==> config.mk <==
export PLATFORM = sky130hd
export DESIGN_NAME = serial_packet_receiver_crc8
export DESIGN_NICKNAME = d
export VERILOG_FILES = /design/src/sv/srx_pkg.sv /design/src/sv/srx_frame.sv /design/src/sv/srx_decode.sv /design/src/sv/serial_packet_receiver_crc8.sv
export SDC_FILE = /design/constraint.sdc
export NUM_CORES = 1
export LEC_CHECK = 0
export BUFFER_PORTS_ARGS = -buffer_cell sky130_fd_sc_hd__buf_4
export CORE_AREA = 2 2 169 205
export CTS_BUF_LIST = sky130_fd_sc_hd__clkbuf_4 sky130_fd_sc_hd__clkbuf_8 sky130_fd_sc_hd__clkbuf_16
export CTS_CLUSTER_DIAMETER = 40
export DETAILED_ROUTE_END_ITERATION = 8
export DIE_AREA = 0 0 171 207
export SLEW_MARGIN = 20
export SYNTH_ARGS = -nofsm -noshare
export SYNTH_HDL_FRONTEND = slang
export SYNTH_SLANG_ARGS = --single-unit
export TNS_END_PERCENT = 100
==> constraint.sdc <==
create_clock -name clk_i -period 14.5 [get_ports clk_i]
set_input_delay 0 -clock clk_i [delete_from_list [all_inputs] [get_ports clk_i]]
set_output_delay 0 -clock clk_i [all_outputs]
set_load 0.005 [all_outputs]
==> src/sv/srx_pkg.sv <==
// Shared types, constants and the CRC-8 step for the serial packet receiver.
`default_nettype none
package srx_pkg;

  localparam logic [7:0] SyncByte   = 8'h55;
  localparam logic [7:0] HdrTeachIn = 8'h62;
  localparam logic [7:0] HdrRps     = 8'h20;
  localparam logic [7:0] Hdr1bs     = 8'h21;
  localparam logic [7:0] Hdr4bs     = 8'h22;
  localparam logic [7:0] HdrVld     = 8'h24;
  localparam logic [7:0] CrcPoly    = 8'h07;
  localparam logic [7:0] NibbleMask = 8'h0F;
  localparam logic [7:0] RadioReset = 8'h01;
  localparam logic [7:0] Erp2Reset  = 8'h0A;
  localparam logic [7:0] RespReset  = 8'h02;

  localparam int CapDepth = 11;
  localparam int PosW     = 17;
  localparam int TdataW   = 120;

  // config register indexes
  localparam logic [1:0] CfgRadio = 2'd0;
  localparam logic [1:0] CfgErp2  = 2'd1;
  localparam logic [1:0] CfgResp  = 2'd2;

  // result status codes
  localparam logic [1:0] StOk      = 2'd0;
  localparam logic [1:0] StHdrCrc  = 2'd1;
  localparam logic [1:0] StDataCrc = 2'd2;
  localparam logic [1:0] StUnknown = 2'd3;

  typedef enum logic [2:0] {
    PH_HUNT,
    PH_HEADER,
    PH_HCRC,
    PH_BODY,
    PH_DCRC
  } srx_phase_e;

  // Frame as seen at the closing CRC byte
  typedef struct packed {
    logic [7:0]                ptype;
    logic [15:0]               dlen;
    logic [7:0]                olen;
    logic [CapDepth-1:0][7:0]  cap;
    logic                      crc_ok;
    logic                      hdr_bad;
  } srx_frame_t;

  typedef struct packed {
    logic [31:0] payload;
    logic [31:0] sender_id;
    logic [7:0]  telegram_header;
    logic [7:0]  response_code;
    logic        is_response;
    logic        is_radio;
    logic [7:0]  option_length;
    logic [15:0] data_length;
    logic [7:0]  packet_type;
    logic [1:0]  status;
  } srx_result_t;

  typedef struct packed {
    logic [7:0] radio;
    logic [7:0] erp2;
    logic [7:0] resp;
  } srx_cfg_t;

  // One byte through CRC-8, MSB first, no reflection
  function automatic logic [7:0] crc8_byte(input logic [7:0] crc, input logic [7:0] b);
    logic [7:0] c;
    c = crc ^ b;
    for (int k = 0; k < 8; k++) begin
      c = c[7] ? ({c[6:0], 1'b0} ^ CrcPoly) : {c[6:0], 1'b0};
    end
    return c;
  endfunction

endpackage
`default_nettype wire

==> src/sv/srx_frame.sv <==
// Frame tracker: sync hunt, header capture, body count and running CRC-8.
`default_nettype none
module srx_frame (
  input  wire logic                clk_i,
  input  wire logic                rst_ni,
  input  wire logic                acc_i,
  input  wire logic [7:0]          byte_i,
  output logic                     done_o,
  output srx_pkg::srx_frame_t      frame_o
);
  import srx_pkg::*;

  srx_phase_e               phase_q, phase_d;
  logic [1:0]               hidx_q, hidx_d;
  logic [3:0][7:0]          hdr_q, hdr_d;
  logic [7:0]               hcrc_q, hcrc_d;
  logic [PosW-1:0]          pos_q, pos_d;
  logic [7:0]               crc_q, crc_d;
  logic [CapDepth-1:0][7:0] cap_q, cap_d;
  logic                     hbad_q, hbad_d;

  logic [15:0]     dlen;
  logic [PosW-1:0] blen;
  logic [PosW-1:0] pos_inc;

  assign dlen    = {hdr_q[0], hdr_q[1]};
  assign blen    = {1'b0, dlen} + {{(PosW-8){1'b0}}, hdr_q[2]};
  assign pos_inc = pos_q + {{(PosW-1){1'b0}}, 1'b1};

  always_ff @(posedge clk_i or negedge rst_ni) begin
    if (!rst_ni) begin
      phase_q <= PH_HUNT;
    end else begin
      phase_q <= phase_d;
    end
  end

  always_ff @(posedge clk_i or negedge rst_ni) begin
    if (!rst_ni) begin
      hidx_q <= '0;
      hdr_q  <= '0;
      hcrc_q <= '0;
      pos_q  <= '0;
      crc_q  <= '0;
      cap_q  <= '0;
      hbad_q <= 1'b0;
    end else begin
      hidx_q <= hidx_d;
      hdr_q  <= hdr_d;
      hcrc_q <= hcrc_d;
      pos_q  <= pos_d;
      crc_q  <= crc_d;
      cap_q  <= cap_d;
      hbad_q <= hbad_d;
    end
  end

  always_comb begin
    phase_d = phase_q;
    hidx_d  = hidx_q;
    hdr_d   = hdr_q;
    hcrc_d  = hcrc_q;
    pos_d   = pos_q;
    crc_d   = crc_q;
    cap_d   = cap_q;
    hbad_d  = hbad_q;
    done_o  = 1'b0;
    if (acc_i) begin
      case (phase_q)
        PH_HUNT: begin
          if (byte_i == SyncByte) begin
            phase_d = PH_HEADER;
            hidx_d  = '0;
            hcrc_d  = '0;
            cap_d   = '0;
            hbad_d  = 1'b0;
            pos_d   = '0;
            crc_d   = '0;
          end
        end
        PH_HEADER: begin
          hdr_d[hidx_q] = byte_i;
          hcrc_d        = crc8_byte(hcrc_q, byte_i);
          hidx_d        = hidx_q + 2'd1;
          if (hidx_q == 2'd3) begin
            phase_d = PH_HCRC;
          end
        end
        PH_HCRC: begin
          hbad_d  = (hcrc_q != byte_i);
          pos_d   = '0;
          crc_d   = '0;
          phase_d = (blen == '0) ? PH_DCRC : PH_BODY;
        end
        PH_BODY: begin
          for (int i = 0; i < CapDepth; i++) begin
            if (pos_q == PosW'(i) && pos_q < {1'b0, dlen}) begin
              cap_d[i] = byte_i;
            end
          end
          crc_d = crc8_byte(crc_q, byte_i);
          pos_d = pos_inc;
          if (pos_inc >= blen) begin
            phase_d = PH_DCRC;
          end
        end
        PH_DCRC: begin
          done_o  = 1'b1;
          phase_d = PH_HUNT;
        end
        default: begin
          phase_d = PH_HUNT;
        end
      endcase
    end
  end

  always_comb begin
    frame_o.ptype   = hdr_q[3];
    frame_o.dlen    = dlen;
    frame_o.olen    = hdr_q[2];
    frame_o.cap     = cap_q;
    frame_o.crc_ok  = (byte_i == crc_q);
    frame_o.hdr_bad = hbad_q;
  end

endmodule
`default_nettype wire

==> src/sv/srx_decode.sv <==
// Result builder: packet kind, telegram fields and status from a closed frame.
`default_nettype none
module srx_decode (
  input  wire srx_pkg::srx_frame_t frame_i,
  input  wire srx_pkg::srx_cfg_t   cfg_i,
  output srx_pkg::srx_result_t     result_o
);
  import srx_pkg::*;

  logic       radio;
  logic       teach;
  logic [7:0] hdr;
  logic [8:1][7:0] sel;   // data bytes 1..8, shifted by two for teach-in

  assign radio = (frame_i.ptype == cfg_i.radio) || (frame_i.ptype == cfg_i.erp2);
  assign hdr   = radio ? frame_i.cap[0] : 8'h00;
  assign teach = (hdr == HdrTeachIn);

  always_comb begin
    for (int k = 1; k <= 8; k++) begin
      sel[k] = teach ? frame_i.cap[k+2] : frame_i.cap[k];
    end
  end

  always_comb begin
    result_o.packet_type     = frame_i.ptype;
    result_o.data_length     = frame_i.dlen;
    result_o.option_length   = frame_i.olen;
    result_o.is_radio        = radio;
    result_o.is_response     = (frame_i.ptype == cfg_i.resp);
    result_o.response_code   = frame_i.cap[0];
    result_o.telegram_header = hdr;
    result_o.sender_id       = '0;
    result_o.payload         = '0;
    result_o.status          = StOk;
    if (radio) begin
      result_o.sender_id = {sel[1], sel[2], sel[3], sel[4]};
      if (hdr == HdrRps || hdr == Hdr1bs || hdr == HdrVld) begin
        // low nibble in data0, top bit in data3
        result_o.payload = {7'b0, sel[5][7], 16'b0, sel[5] & NibbleMask};
      end else if (hdr == Hdr4bs || hdr == HdrTeachIn) begin
        result_o.payload = {sel[8], sel[7], sel[6], sel[5]};
      end else begin
        result_o.status = StUnknown;
      end
    end
    if (!frame_i.crc_ok) begin
      result_o.status = StDataCrc;
    end
    if (frame_i.hdr_bad) begin
      result_o.status = StHdrCrc;
    end
  end

endmodule
`default_nettype wire

==> src/sv/serial_packet_receiver_crc8.sv <==
// Top level: serial packet receiver with header and data CRC-8 checks.
// Usage:
//   s_axis carries one received serial byte per item (tdata[7:0] = rx_byte).
//   The block hunts for the 0x55 sync byte, takes four header bytes and the
//   header CRC, then the data and option bytes and the closing data CRC.
//   m_axis carries one item per frame, issued for the closing CRC byte.
//   Every input byte is handled in the cycle it is accepted; the frame state
//   updates at that edge and the result is registered, so a result appears on
//   m_axis in the cycle after its closing byte is accepted.
//   Throughput is one byte per cycle while s_axis_tready_o is high; the CRC-8 step is a single-byte update.
//   The result register is the only buffer: s_axis_tready_o is high while it
//   is empty or being drained, so if the sink stalls with a result pending
//   input stops until the result is taken.
//   Reset (rst_ni low, asynchronous) returns to sync hunt, clears the captured
//   data bytes and loads the type codes with 1 (radio), 10 (ERP2), 2 (response).
//   Config: cfg_we_i writes cfg_data_i into register cfg_idx_i
//   (0 radio code, 1 ERP2 radio code, 2 response code); index 3 is ignored.
//   Write config only while no frame is in progress.
`default_nettype none
module serial_packet_receiver_crc8 (
  input  wire logic                       clk_i,
  input  wire logic                       rst_ni,
  input  wire logic                       s_axis_tvalid_i,
  output logic                            s_axis_tready_o,
  input  wire logic [7:0]                 s_axis_tdata_i,  // [7:0] rx_byte
  output logic                            m_axis_tvalid_o,
  input  wire logic                       m_axis_tready_i,
  // [1:0] status, [9:2] packet_type, [25:10] data_length,
  // [33:26] option_length, [34] is_radio, [35] is_response,
  // [43:36] response_code, [51:44] telegram_header, [83:52] sender_id,
  // [115:84] payload, [119:116] zero
  output logic [srx_pkg::TdataW-1:0]      m_axis_tdata_o,
  input  wire logic                       cfg_we_i,
  input  wire logic [1:0]                 cfg_idx_i,
  input  wire logic [7:0]                 cfg_data_i
);
  import srx_pkg::*;

  srx_cfg_t    cfg_q;
  logic        acc;
  logic        done;
  srx_frame_t  frame;
  srx_result_t result;
  srx_result_t res_q;
  logic        ovalid_q;

  // output slot free or draining this cycle
  assign s_axis_tready_o = !ovalid_q || m_axis_tready_i;
  assign acc             = s_axis_tvalid_i && s_axis_tready_o;

  always_ff @(posedge clk_i or negedge rst_ni) begin
    if (!rst_ni) begin
      cfg_q.radio <= RadioReset;
      cfg_q.erp2  <= Erp2Reset;
      cfg_q.resp  <= RespReset;
    end else if (cfg_we_i) begin
      case (cfg_idx_i)
        CfgRadio: cfg_q.radio <= cfg_data_i;
        CfgErp2:  cfg_q.erp2  <= cfg_data_i;
        CfgResp:  cfg_q.resp  <= cfg_data_i;
        default:  ;
      endcase
    end
  end

  srx_frame u_frame (
    .clk_i   (clk_i),
    .rst_ni  (rst_ni),
    .acc_i   (acc),
    .byte_i  (s_axis_tdata_i),
    .done_o  (done),
    .frame_o (frame)
  );

  srx_decode u_decode (
    .frame_i  (frame),
    .cfg_i    (cfg_q),
    .result_o (result)
  );

  // result register
  always_ff @(posedge clk_i or negedge rst_ni) begin
    if (!rst_ni) begin
      ovalid_q <= 1'b0;
    end else if (acc && done) begin
      ovalid_q <= 1'b1;
    end else if (m_axis_tready_i) begin
      ovalid_q <= 1'b0;
    end
  end

  always_ff @(posedge clk_i) begin
    if (acc && done) begin
      res_q <= result;
    end
  end

  assign m_axis_tvalid_o = ovalid_q;
  assign m_axis_tdata_o  = {{(TdataW - $bits(srx_result_t)){1'b0}}, res_q};

endmodule
`default_nettype wire
# After elaboration in Yosys (flattened, before gate mapping)
# Index checks and enable logic that the tools add are counted.
# classes
bitwise	20
n_eq_ne	42
n_lt_le_gt_ge	4
addsub	3
mux	65
reduce_logical	49
# ops
operator	count
8-bit two-way mux	22
88-bit one-hot mux with 2 select lines	1
88-bit two-way mux	1
17-bit by 3-bit == test with 1-bit output (second input constant)	4
3-bit two-way mux	20
17-bit by 4-bit == test with 1-bit output (second input constant)	3
17-bit one-hot mux with 3 select lines	1
25-bit two-way mux	2
3-bit NOT	16
4-bit AND reduction	12
17-bit by 2-bit == test with 1-bit output (second input constant)	2
17-bit logical NOT	2
32-bit bitwise mux	1
8-bit by 6-bit == test with 1-bit output (second input constant)	4
8-bit == test	4
2-bit by 1-bit inequality test with 1-bit output (second input constant)	14
8-bit one-hot mux with 3 select lines	1
16-bit by 8-bit adder with 17-bit output	1
17-bit by 1-bit adder with 17-bit output (second input constant)	1
17-bit by 1-bit == test with 1-bit output (second input constant)	1
17-bit greater-or-equal comparator	1
17-bit by 16-bit less-than comparator with 1-bit output	1
17-bit two-way mux	1
8-bit demux with 2-bit select	1
28 further kinds	66
# totals
wordCells	219
in_bits	23
reg_bits	300
out_inout_bits	122

# Depth between registers and ports, before layout
# Gate-level depths: netlist of run 1.
# logic_depth
depth_word	18
depth_mapped	16
mapped_depth_nobuf	16

# By module
# Synthesis of run 1 repeated with hierarchy kept, for this count alone.
# hier_totals
hier_cells	1325
hier_area_um2	15177.1
# modules_own_cells
module	cells_each	seq_area_each_um2	instances	area_each_um2
srx_frame	864	3978.8	1	8891.0
serial_packet_receiver_crc8	178	4113.9	1	4485.6
srx_decode	283	0.0	1	1800.5

# Worst setup path before layout of run 1
# OpenSTA, ideal clock, no wires.
# synth_path
kind	reg2reg
startpoint	reg ovalid_q, in the netlist m_axis_tvalid_o
endpoint	reg res_q (netlist bit m_axis_tdata_o[0]), enable pin
path_stages_with_launch	4
period_less_slack_ps	13444
required_time_ps	13580
arrival_ps	12524
setup_slack_ps	1056
n_path_buf	0
setup_ps	920
path_cell_list	dfrtp_1 > nand2b_1 > nand2_1 > nor4b_1
# synth_between
elab_chain_cells	5
# synth_lines
item	line	rtl
start, declared	serial_packet_receiver_crc8.sv:45	logic ovalid_q;
start signal, assigned	serial_packet_receiver_crc8.sv:84	ovalid_q <= 1'b0;
start signal, assigned	serial_packet_receiver_crc8.sv:86	ovalid_q <= 1'b1;
start signal, assigned	serial_packet_receiver_crc8.sv:88	ovalid_q <= 1'b0;
1-bit logical NOT *	serial_packet_receiver_crc8.sv:48	assign s_axis_tready_o = !ovalid_q || m_axis_tready_i;
1-bit logical OR *	serial_packet_receiver_crc8.sv:48	
named net s_axis_tready_o	serial_packet_receiver_crc8.sv:24	output logic s_axis_tready_o,
1-bit logical AND *	serial_packet_receiver_crc8.sv:49	assign acc = s_axis_tvalid_i && s_axis_tready_o;
1-bit two-way mux	srx_frame.sv:68	if (acc_i) begin
1-bit logical AND *	serial_packet_receiver_crc8.sv:93	if (acc && done) begin
end signal, assigned	serial_packet_receiver_crc8.sv:94	res_q <= result;
end, declared	serial_packet_receiver_crc8.sv:44	srx_result_t res_q;
# The timed path passes the listed nets; every way through them passes the cells marked *.
# A chain may end at the register's enable or synchronous reset.

# Worst setup path after layout of run 1
# layout_path
startpoint	reg u_frame.pos_q[0]
endpoint	reg u_frame.phase_q[0]
# layout_between
elab_chain_cells	4
# layout_lines
item	line	rtl
start, declared	srx_frame.sv:17	logic [PosW-1:0] pos_q, pos_d;
start signal, assigned	srx_frame.sv:51	pos_q <= pos_d;
17-bit by 1-bit adder with 17-bit output	srx_frame.sv:28	assign pos_inc = pos_q + {{(PosW-1){1'b0}}, 1'b1};
17-bit greater-or-equal comparator	srx_frame.sv:103	if (pos_inc >= blen) begin
2-bit by 1-bit inequality test with 1-bit output (no line)	n/a	
4-bit AND reduction (no line)	n/a	
end signal, assigned	srx_frame.sv:34	phase_q <= phase_d;
end, declared	srx_frame.sv:13	srx_phase_e phase_q, phase_d;
# Every way passes these cells.

==> results.tsv, run 1 <==
metric	value	unit
syn-cell-area	14900	µm²
crit_type	reg -> reg	
synth_largest_area_cell	dfrtp_1	
fin_setup_tns	0	ns
ctsRootBufferMaster	clkbuf_16	
worstPathMaxFanout	9	
dp_hpwl	24.5	mm
relSlewSlack	30.4	%
drt_iter0_drc	441	
cts_buffers	42	
ir_worst_vdd	0.000120	V
drt-pass1-iter-count	4	
netlist_instances	1235	
worst_path_max_delay_cell	dfrtp_1	
die_area	35400	µm²
grt_pass1_vias	9907	
synth_xor_area_share	5.37	%
period_minus_slack	4.17	ns
finalHoldViolations	0	
critPathTopFamily	simple AND/OR/NAND/NOR gates	
p_leak	8.14	nW
ios	145	
grt_pass1_wl	56.5	mm
vias_per_cell	5.17	
critPathMaxStageDelay	0.50	ns
antenna_found_initial	0	
synth-simple-area-share	11.2	%
end_kind	flip-flop	
synth_cell_types	72	
yosys.area_share.adder	4.68	%
critical_path_arrival	4.60	ns
synth_seq_area_share	54.5	%
max_freq	240	MHz
gp_congestion	0.859	
wl	35.7	mm
groute.usage.overall	20.6	%
n_fill_cell	2972	
die_y	207	µm
post-cts-setup-buffers	0	
hold_class	in -> async	
yosys_warnings	0	
cts_tree	built	
drv_cap	0	
route.detailed.drc	0	
start_kind	flip-flop	
crit_required	14.93	ns
clkTransAtPathRegs	0.05	ns
clock_path_buffers	3	
rows	74	
ys_top_cells_by_area	dfrtp_1 (30%), edfxtp_1 (23%), mux2i_1 (10%)	
async_reset_ff_share	61.3	%
grt_max_degree	89	
insertion_delay	0.54	ns
route.met2.wl	17.4	mm
finalNetCount	1464	
synth_top_family_by_area	multiplexers	
setup_violations	0	
initial_core_util	44.3	%
port_buffers	140	
ys_ff_latch	300	
wl_met1	15.9	mm
ys.flop_type	dfrtp_1	
rsz0062_at_grt	no	
overflow	0	
cp_cell_sequence	ha_1, nand4_1, nor3_1, and3_1, and3_1, nand3_1, xnor2_1, ha_1, a2111oi_0, nor2b_1, nand2b_1, o211ai_1, nor2_1, a311oi_1	
highest_layer	met4	
finalMaxSlewViolations	0	
clock-sinks	300	
max_slew.worst_pin.slew	1.04	ns
synth_compound_area_share	6.68	%
status	complete, no violations	
cts-htree-levels	2	
vias	9701	
p_per_area	171	nW/µm²
synthMuxAreaShare	14.6	%
synth_top_area_share	30.3	%
insertedDiodeCount	0	
cp.buffers_inverters	0	
fin_util	53.2	%
synth.avg_cell_area	12.0	µm²
fin_crit_sh	28.8	%
die_width	171	µm
layout-drive-gt1-share	22.8	%
avgRoutedWirePerCell	19.0	µm
finalClockSkew	0.0183	ns
synthToLayoutAreaGrowth	20.1	%
wl_met3	1.29	mm
synth_edf_count	116	
drtAntennaViolNets	0	
core_area	33500	µm²
layout make-up:
type	count	area [µm²]	area share [%]
sequential	300	8090	45.4
clock inverter	26	229	1.28
tap	456	571	3.20
inverter	32	120	0.674
multi-input combinational	842	6350	35.6
timing repair buffer	168	1310	7.35
clock buffer	51	1150	6.48
worst register-to-register path: stages, from the launching register on:
cell       delay [ns]
dfrtp_1          0.50
ha_1             0.33
nand4_1          0.19
nor3_1           0.42
and3_1           0.31
and3_1           0.26
nand3_1          0.11
xnor2_1          0.24
ha_1             0.29
a2111oi_0        0.50
nor2b_1          0.25
nand2b_1         0.08
o211ai_1         0.33
nor2_1           0.07
a311oi_1         0.20
repair_timing:
action / CTS / global route
hold endpoints to repair: 121 / 0
hold buffers: 18 / 0
gates resized for setup: 0 / 0
state kept, by name (all words and copies together), names as in the netlist, 2 cells and up:
| signal | cells |
|---|---|
| u_frame.pos_q | 17 |
| u_frame.phase_q | 3 |
| m_axis_tdata_o | 116 |
| cfg_q | 24 |
| u_frame.hidx_q | 2 |
| u_frame.frame_o | 120 |
| u_frame.crc_q | 8 |
| u_frame.hcrc_q | 8 |
placed cells by master (no fill, tap or decap), types with 7 or more instances in the layout:
master         instances
dfrtp_1              180
mux2i_1              154
buf_4                149
nand2_1              139
edfxtp_1             116
nor2_1               103
xnor2_1               56
mux2_2                56
ha_1                  54
clkbuf_16             43
o21ai_0               37
xor2_1                35
inv_1                 31
dlygate4sd3_1         18
nand3_1               17
a21oi_1               13
nor2b_1               13
a21o_1                12
nand2b_1              11
nand4_1               10
a22o_1                10
nor4_1                 9
clkinvlp_4             9
or2_2                  7
nor3_1                 7
path summary, 6_finish.rpt:
path	from	end	slack (ns)	cells past startpoint
worst max register to register	u_frame.pos_q[0]	u_frame.phase_q[0]	10.33	14
worst max-delay path	u_frame.pos_q[0]	u_frame.phase_q[0]	10.33	14
worst min register to register	u_frame.frame_o[93]	m_axis_tdata_o[29]	0.48	0
min in group clk_i	cfg_idx_i[0]	cfg_q[17]	0.02	4
max in group asynchronous	rst_ni	u_frame.frame_o[84]	13.21	3
worst min-delay path	rst_ni	u_frame.hcrc_q[0]	0.008	2
metrics by stage:
stage,hold WS (ns),total power (W),area (µm²),std cells,setup WS [ns]
5_1_grt,0.0213,0.00324,17800,1875,10.0
3_5_place_dp,0.0209,0.00207,16300,1780,10.40
4_1_cts,0.00502,0.00308,17800,1875,10.36
6_report,0.00787,0.00305,17800,1875,10.33
2_1_floorplan,-0.296,0.00183,14900,1238,1.06
3_3_place_gp,0.0224,0.00205,16300,1780,10.48
logic make-up after synthesis:
group                    Yosys count
multiplexers                     210
AO/OA/AOI/OAI                    129
other                              1
adder cells (fa/ha/maj)           55
AND/OR/NAND/NOR                  353
flip-flops                       300
XOR/XNOR                          91
buffers and inverters             96
power breakdown:
| part | internal [W] | switching (W) | leakage (nW) | total [W] |
|---|---|---|---|---|
| clock network | 0.000609 | 0.000390 | 0.659 | 0.000999 |
| registers | 0.00103 | 0.000135 | 3.53 | 0.00116 |
| logic | 0.000375 | 0.000514 | 3.95 | 0.000889 |
layer usage:
metal	vias up	global-route usage, %
met3	61	3.36
met4	0	6.78
li1	4668	-
met1	4789	27.4
met5	-	0
met2	183	34.2
synth_stat cells, drive strengths merged (3+ instances only):
library cell,instances
clkbuf,37
a21o,13
a211oi,4
dfrtp,180
mux2i,154
mux2,56
nand3,17
and3,6
nor3,9
o21a,3
nor2,104
xor2,35
a21oi,14
dfstp,4
or3,8
nand2,140
ha,54
inv,31
edfxtp,116
o2111ai,6
o211ai,6
o21ai,45
xnor2,56
a22o,10
nor2b,13
buf,27
nand2b,11
nand4,11
o31ai,5
or2,10
nor4,14
o21bai,4
Note: power is estimated with default switching activity, not from simulation.
==> run 2: changes to the inputs <==
- ABC_AREA: unset -> 1
- clock period: 14.5 -> 4.3 ns (I/O delays scaled with it)
==> results.tsv, run 2 <==
metric	value	unit	change
synth_cell_types	39		-46%
rsz0062_at_grt	no		
vias_per_cell	5.05		-2.4%
grt_max_degree	113		+27%
die_width	171	µm	unchanged
crit_type	reg -> reg		
gp_congestion	0.849		-1.2%
finalNonFillerCells	2312		+23%
die_y	207	µm	unchanged
ir_worst_vdd	0.000388	V	+220%
finalMaxSlewViolations	0		unchanged
worstPathMaxFanout	43		+34
ys_top_cells_by_count	nand2_1 (452), nor2_1 (187), dfrtp_1 (180), inv_1 (137), nand3_1 (131)		
port_buffers	140		unchanged
cts_tree	built		
route.detailed.drc	0		unchanged
wl	38.2	mm	+7.0%
r2r-end	m_axis_tdata_o[102]		
die_area	35400	µm²	unchanged
avgRoutedWirePerCell	16.5	µm	-13%
rows	74		unchanged
p_leak	8.68	nW	+6.6%
ys_top_cells_by_area	dfrtp_1 (30%), edfxtp_1 (23%), nand2_1 (11%)		
synth_seq_area_share	54.4	%	about the same
cts-htree-levels	2		unchanged
min_to	m_axis_tdata_o[7]		
fin_setup_tns	0	ns	unchanged
insertion_delay	0.54	ns	about the same
async_reset_ff_share	61.3	%	unchanged
wl_met3	1.86	mm	+44%
fin_crit_sh	77.7	%	+49 points
insertedDiodeCount	0		unchanged
final_cell_mix	nand2_1 (452), nor2_1 (186), dfrtp_1 (180)		
drtAntennaViolNets	0		unchanged
initial_core_util	44.3	%	about the same
pwr-share-clk	30.3	%	-2.5 points
synth_compound_area_share	6.67	%	-0.014 points
status	complete, no violations		
clock-sinks	300		unchanged
ys.flop_type	dfrtp_1		
relSlewSlack	32.9	%	+2.5 points
rr_startpoint	cfg_q[16]		
drt-pass1-iter-count	6		+2
grt_pass1_vias	11300		+14%
overflow	0		unchanged
finalHoldViolations	0		unchanged
synth_most_common_cell	nand2_1		
drt_iter0_drc	798		+81%
clock_path_buffers	3		unchanged
synthToLayoutAreaGrowth	20.9	%	
synth-simple-area-share	24.4	%	+13 points
clkTransAtPathRegs	0.06	ns	about the same
post-cts-setup-buffers	0		unchanged
yosys_warnings	0		unchanged
setup_violations	0		unchanged
ios	145		unchanged
synth.avg_cell_area	8.95	µm²	-26%
intPower	0.00712	W	+250%
groute.usage.overall	21.8	%	+1.2 points
yosys.area_share.adder	4.68	%	about the same
ctsRootBufferMaster	clkbuf_16		
final_common_cell	nand2_1		
largest_register_ffs	120		unchanged
r2r_setup_slack	0.96	ns	-9.37 ns
end_kind	flip-flop		
drv_cap	0		unchanged
antenna_found_initial	0		unchanged
r2r_cells	10		-4
cts_buffers	39		-7.1%
post-place-cells	2221		+25%
crit_path_start	cfg_q[16]		
cts_resized	0		unchanged
core_area	33500	µm²	unchanged
p_comb_share	30.9	%	+1.7 points
switching_share	37.3	%	+3.2 points
dp_hpwl	26.8	mm	+9.5%
layout-drive-gt1-share	16.4	%	-6.4 points
critical_path_arrival	3.69	ns	-0.91 ns
syn-cell-area	14900	µm²	about the same
hp-start	s_axis_tvalid_i		
netlist_instances	1660		+34%
start_kind	flip-flop		
route.met2.wl	19.3	mm	+11%
hold_class	in -> reg		
hold_depth	3		
grt_pass1_wl	60.8	mm	+7.6%
p_switching	0.00423	W	+310%
synth_top_family_by_area	simple AND/OR/NAND/NOR gates		
synth_top_area_share	30.3	%	about the same
finalNetCount	1903		+30%
max_slew.worst_pin.slew	1.00	ns	-0.0402 ns
crit_required	4.64	ns	-10.29 ns
wl_met1	16.1	mm	+1.0%
ys_ff_latch	300		unchanged
period_minus_slack	3.34	ns	-0.828 ns
synthMuxAreaShare	0	%	-15 points
finalClockSkew	0.0289	ns	+0.0107 ns
vias	11700		+20%
highest_layer	met4		
synth_xor_area_share	3.89	%	-1.5 points
p_seq_share	38.8	%	+0.7 points
synth_edf_count	116		unchanged
max_freq	299	MHz	+25%
p_per_area	632	nW/µm²	+270%
synth_largest_area_cell	dfrtp_1		
[run 2: changes by cell type in the layout (fill, tap and decap cells not counted), sizes merged, moves of 31 or more]
cell,delta
inv,+129
o21ai,+94
mux2i,-154
nand3,+116
nor3,+31
nand2,+325
mux2,-56
nor2,+87
[run 2: worst max path at each step]
stage	end	cells past startpoint
2_1_floorplan	m_axis_tdata_o[0]	3
3_3_place_gp	m_axis_tdata_o[102]	10
3_5_place_dp	m_axis_tdata_o[102]	10
4_1_cts	m_axis_tdata_o[102]	10
5_1_grt	m_axis_tdata_o[102]	11
6_report	m_axis_tdata_o[102]	10
[run 2: layer usage]
layer / GRT usage (%) / vias to the layer above
li1: - / 5753
met1: 28.0 / 5568
met2: 37.7 / 295
met3: 3.74 / 53
met4: 6.34 / 0
met5: 0 / -
[run 2: per-stage QoR]
step / hold slack [ns] / cell area (µm²) / setup WS [ns] / total power, W / utilization [%]
after floorplan: -0.296 / 14900 / 0.209 / 0.00682 / -
after global placement: 0.159 / 16400 / 0.926 / 0.00785 / 48.9
after detailed placement: 0.152 / 16400 / 0.950 / 0.00795 / 48.9
after CTS: 0.0564 / 18000 / 0.914 / 0.0115 / 53.6
after global routing: 0.0782 / 18000 / 0.634 / 0.0121 / 53.6
final: 0.0570 / 18000 / 0.958 / 0.0114 / 53.6
[run 2: critical path, cell delays in order, from the launching register on]
cell and delay (ns):
dfstp_2 0.54, xnor2_1 0.12, nand2_1 0.08, nor2_1 0.11, nand2_1 0.07, nand2_2 0.56, nand3_1 0.18, nor2_2 0.17
nand2_1 0.58, buf_4 0.44, nor3_1 0.25
[run 2: repair_timing]
| item | 4_1_cts | 5_1_grt |
|---|---|---|
| endpoints found under the hold margin | 148 | 0 |
| hold buffers | 19 | 0 |
| setup endpoints to repair | 0 | 0 |
[run 2: cell type report]
| type | count | area [µm²] |
|---|---|---|
| Clock buffer | 43 | 1030 |
| Clock inverter | 29 | 359 |
| Fill cell | 3146 | 15500 |
| Inverter | 156 | 586 |
| Multi-Input combinational cell | 1152 | 5920 |
| Sequential cell | 300 | 8090 |
| Tap cell | 456 | 571 |
| Timing Repair Buffer | 176 | 1410 |
[run 2: cells by family (layout without fill, tap and decap cells)]
logic type / Yosys count / count (layout)
and+or+nand+nor: 850 / 850
xor gates and xnor gates: 66 / 66
other: 1 / 4
adders and majority gates: 55 / 55
AOI/OAI and AO/OA: 177 / 177
DFF: 300 / 300
buffers and inverters: 211 / 404
[run 2: power groups by stage]
stage | Clock (W) | Combinational [W] | Sequential (W)
final | 0.00344 | 0.00351 | 0.00441
after global routing | 0.00363 | 0.00402 | 0.00449
after CTS | 0.00351 | 0.00354 | 0.00441
after detailed placement | 0 | 0.00350 | 0.00445
after global placement | 0 | 0.00341 | 0.00444
after floorplan | 0 | 0.00263 | 0.00420
